## src/design/mfs_pkg.sv

```systemverilog
// Package for the mesh facet statistics unit: beat types, sequencer states,
// multiplier control and the fixed widths and step counts of the datapath.
// No dependencies.
package mfs_pkg;

    localparam int FC_W       = 24;   // facet_count and triangle index width
    localparam int MUL_W      = 65;   // serial multiplier operand width
    localparam int PROD_W     = 2 * MUL_W;
    localparam int N_MUL      = 9;    // six cross products, three height terms
    localparam int CNT_W      = 7;

    localparam int MUL_STEPS  = 32;   // 32 x 32 magnitude products
    localparam int SQ_STEPS   = MUL_W;
    localparam int ROOT_STEPS = 49;   // root of a 98-bit radicand
    localparam int AREA_STEPS = 49;   // area width
    localparam int DIV_STEPS  = 34;   // two quotient bits per step
    localparam int Q_W        = 2 * DIV_STEPS;

    localparam int MUL_SH     = MUL_W - MUL_STEPS;
    localparam int AREA_SH    = MUL_W - AREA_STEPS;

    localparam logic [62:0] SAT63 = {63{1'b1}};

    typedef enum logic [3:0] {
        ST_IDLE,
        ST_PREP,
        ST_MUL,
        ST_CROSS,
        ST_SQ,
        ST_SUM,
        ST_ROOT,
        ST_AREA,
        ST_PROD,
        ST_DVL,
        ST_DIV,
        ST_FIN,
        ST_OUT
    } t_state;

    typedef struct packed {
        logic load;
        logic step;
    } t_mul_ctl;

    typedef struct packed {
        logic signed [15:0] normal_x;
        logic signed [15:0] normal_y;
        logic signed [15:0] normal_z;
        logic signed [31:0] vert0_x;
        logic signed [31:0] vert0_y;
        logic signed [31:0] vert0_z;
        logic signed [31:0] vert1_x;
        logic signed [31:0] vert1_y;
        logic signed [31:0] vert1_z;
        logic signed [31:0] vert2_x;
        logic signed [31:0] vert2_y;
        logic signed [31:0] vert2_z;
    } t_tri;

    typedef struct packed {
        logic signed [31:0] min_x;
        logic signed [31:0] min_y;
        logic signed [31:0] min_z;
        logic signed [31:0] max_x;
        logic signed [31:0] max_y;
        logic signed [31:0] max_z;
        logic [62:0]        surface_total;
        logic [62:0]        volume_total;
        logic               mesh_done;
    } t_res;

endpackage

```

## src/design/mfs_mul.sv

```systemverilog
// Bit-serial unsigned shift-add multiplier, one multiplier bit per step.
// After k steps the product sits at o_prod >> (MUL_W - k). Depends on mfs_pkg.
module mfs_mul (
    input  logic                           i_clk,
    input  mfs_pkg::t_mul_ctl              i_ctl,
    input  logic [mfs_pkg::MUL_W-1:0]      i_a,
    input  logic [mfs_pkg::MUL_W-1:0]      i_b,
    output logic [mfs_pkg::PROD_W-1:0]     o_prod
);
    import mfs_pkg::*;

    logic [MUL_W-1:0]  r_a;
    logic [MUL_W-1:0]  r_b;
    logic [PROD_W-1:0] r_acc;
    logic [MUL_W:0]    w_sum;

    assign w_sum  = {1'b0, r_acc[PROD_W-1:MUL_W]} + (r_b[0] ? {1'b0, r_a} : '0);
    assign o_prod = r_acc;

    always_ff @(posedge i_clk) begin
        if (i_ctl.load) begin
            r_a   <= i_a;
            r_b   <= i_b;
            r_acc <= '0;
        end else if (i_ctl.step) begin
            r_acc <= {w_sum, r_acc[MUL_W-1:1]};
            r_b   <= r_b >> 1;
        end
    end
endmodule

```

## config.mk

```make
export PLATFORM = sky130hd
export DESIGN_NAME = mfs_mul
export DESIGN_NICKNAME = d
export VERILOG_FILES = /design/src/design/mfs_pkg.sv /design/src/design/mfs_mul.sv
export SDC_FILE = /design/constraint.sdc
export NUM_CORES = 1
export LEC_CHECK = 0
export BUFFER_PORTS_ARGS = -buffer_cell sky130_fd_sc_hd__buf_2
export CORE_MARGIN = 2
export CORE_UTILIZATION = 30
export DETAILED_ROUTE_END_ITERATION = 8
export GPL_ROUTABILITY_DRIVEN = 0
export MAX_ROUTING_LAYER = met4
export SETUP_SLACK_MARGIN = 0.1
export SYNTH_ARGS = -nofsm -noshare
export SYNTH_HDL_FRONTEND = slang
export SYNTH_SLANG_ARGS = --single-unit
```

## constraint.sdc

```tcl
create_clock -name i_clk -period 4.2 [get_ports i_clk]
set_input_delay 0.21 -clock i_clk [delete_from_list [all_inputs] [get_ports i_clk]]
set_output_delay 0.21 -clock i_clk [all_outputs]
set_load 0.05 [all_outputs]
```

==> results.cfg <==
[clock_network]
cts_max_path_buffers = 3
cts.repair.resized = 0
cts_sinks = 260
clkTransAtPathRegs_ns = 0.06
cts_buffers = 31
cts_root_buf = clkbuf_16
cts_tree = built
htree_levels = 1
clkLatencyLatePin_ns = 0.59

[synth]
synth-compound-area-share = 0.141
synth_flop_cell = edfxtp_1
synth_seq_cells = 260
yosys.area.top_type_share = 0.290
ys_seq_area_frac = 0.483
yosysMostFrequentCell = nor2_1
synth_cell_types = 75
synth_top_family_by_area = compound AO/OA/AOI/OAI gates
synthMuxAreaShare = 0.120
netlist_instances = 1274
synth_fa_ha_area_frac = 0.0619
syn_area_um2 = 13500
synth_top_cell_by_area = edfxtp_1
synth-async-reset-ratio = 0
synth_edf_count = 130
yosysWarnings = 0
synthTopCellsByCount = 140 x nor2_1, 130 x dfxtp_1, 130 x edfxtp_1, 89 x mux2i_1, 88 x a21oi_1
synth_nets = 1473
syn_avg_cell_area_um2 = 10.6
yosys-top-cells-area = edfxtp_1 29%, dfxtp_1 19%, mux2i_1 6.6%
synth-simple-area-share = 0.136
synth-xor-area-share = 0.0312

[routing]
routed_via_density = 4.85
dr_wl_met3_um = 2760
num_vias = 10980
drc = 0
ant_nets = 0
wl_met2_um = 17500
drt-met1-wl_um = 17200
top_layer = met4
firstDrtPassIters = 5
initialDrtViolationCount = 535
finalWirelength_um = 38100
wl_per_cell_um = 16.8

[global_route]
grt_max_degree = 115
grt_pass1_vias = 11222
grt_first_pass_wirelength_um = 60300
antenna_found_initial = 7
grtUsageTotal = 0.165
gr-total-overflow = 0

[worst_setup_path]
worstSetupStartpoint = r_b[0]
path_buf_inv = 1
path_cells = buf_12 > and2_1 > ha_1 > and4_1 > and2_1 > a41oi_2 > nand3_1 > o21ai_2 > o211ai_2 > a211oi_2 > o31ai_2 > a2111oi_1 > nor3_1
crit_top_cell = and2_1
critPathTopFamily = compound AO/OA/AOI/OAI gates
timing.rr.end = o_prod[129]
slowest_delay_ns = 0.44
reg2regPathDepth = 13
rrSetupSlack_ns = 0.68
slowest_stage = edfxtp_1
rr_startpoint = r_b[0]
path_max_fanout = 63
end_kind = flip-flop
critPathRequiredTime_ns = 4.65
worstSetupStartpointType = flip-flop
path_class = reg -> reg
critPathArrivalTime_ns = 3.98
cp.depth = 13

[placed_design]
placed_cells = 2071
hpwl_um = 26400
portBuffers = 262
postPlaceCellArea_um2 = 15400

[die]
die_h_um = 216
io_pins = 263
dieArea_um2 = 46600
initial_core_util = 0.305
num_rows = 77
die_x_um = 216
core_area_um2 = 44200

[min_path]
hold_end = o_prod[78]
min_path_type = in -> reg
hold_depth = 2
worstHoldStart = i_ctl[1]

[sta]
rsz0062_at_grt = false
fin_crit_ns = 3.52
tightest_slew_ns = 0.858
report.final.slew_viol_count = 0
max_freq_mhz = 284
final.setup.tns_ns = 0
hold_violations = 0
finClkSkew_ns = 0.0220
slew_headroom = 0.428
period_share = 0.839
setup-violations-final = 0

[finish]
ff_latch_area_um2 = 6510
syn_to_final_growth_pct = 31.5
fin_area_um2 = 17700
drive_gt1_frac = 0.253
final_cells = 2265
num-nets-final = 1841
n_fill_cell = 4273
multi_input_area_um2 = 6600

[run_status]
status = finished, final reports clean

[power_and_ir_drop]
p_per_area_nw_per_um2 = 406
leakage_nw = 7.82
irDropWorstVdd_mv = 0.363

[job]
maxCapViolations = 0
per-layer routing:
layer,global-route usage,vias to the layer above
met1,0.209,5233
met2,0.266,322
met3,0.0421,41
li1,-,5384
met5,-,-
met4,0.0310,0
worst max-delay path by stage:
stage | slack, ns | endpoint
2_1_floorplan | 0.89 | o_prod[116]
3_3_place_gp | 0.71 | o_prod[116]
3_5_place_dp | 0.69 | o_prod[115]
4_1_cts | 0.64 | o_prod[115]
5_1_grt | 0.39 | o_prod[115]
6_report | 0.68 | o_prod[129]
report_power, final:
group	internal, W	switching [W]
logic	0.000580	0.000925
registers	0.00288	0.000108
clock network	0.00159	0.00112
logic make-up (layout without fill, tap and decap cells):
logic type	Yosys count	after routing
AO/OA/AOI/OAI	276	276
XOR/XNOR	48	48
adder cells (fa/ha/maj)	66	66
other	0	7
multiplexers	153	153
buffers and inverters	93	485
flip-flops	260	260
AND/OR/NAND/NOR	378	378
area by class of cell:
cell class,count,area share
clock buffers,43,0.0496
clock inverters,14,0.00799
flip-flops and latches,260,0.368
well taps,592,0.0418
multi-input cells,921,0.373
inverters,27,0.00572
repair buffers,401,0.153
diodes,7,0.000989
cell usage in the layout (no fill, tap or decap), types with 34 or more instances in the layout:
master         synthesis  routed
mux2i_1               89      89
and2_1                69      69
nand2_1               71      71
ha_1                  65      65
edfxtp_1             130     130
dlygate4sd3_1          0     130
a21oi_1               88      88
nor2_1               140     139
dfxtp_1              130     130
mux2_2                64      64
buf_2                  7     260
a21o_1                34      34
o21ai_0               35      35
flip-flops by register name (all words and copies together) (netlist names):
signal  count
o_prod    130
r_a        65
r_b        65
through the flow:
stage | hold WS [ns] | total power (W) | utilization | worst slack [ns]
global route | 0.138 | 0.00754 | 0.400 | 0.391
detailed placement | 0.388 | 0.00444 | 0.347 | 0.691
floorplan | 0.309 | 0.00404 | - | 0.892
finish | 0.124 | 0.00720 | 0.400 | 0.678
CTS | 0.107 | 0.00729 | 0.400 | 0.640
global placement | 0.388 | 0.00443 | 0.347 | 0.709
repair_timing:
action | CTS | global route
hold buffers | 130 | 0
endpoints found under the hold margin | 130 | 0
buffers inserted | 0 | 0
Note: power is estimated with default switching activity, not from simulation.
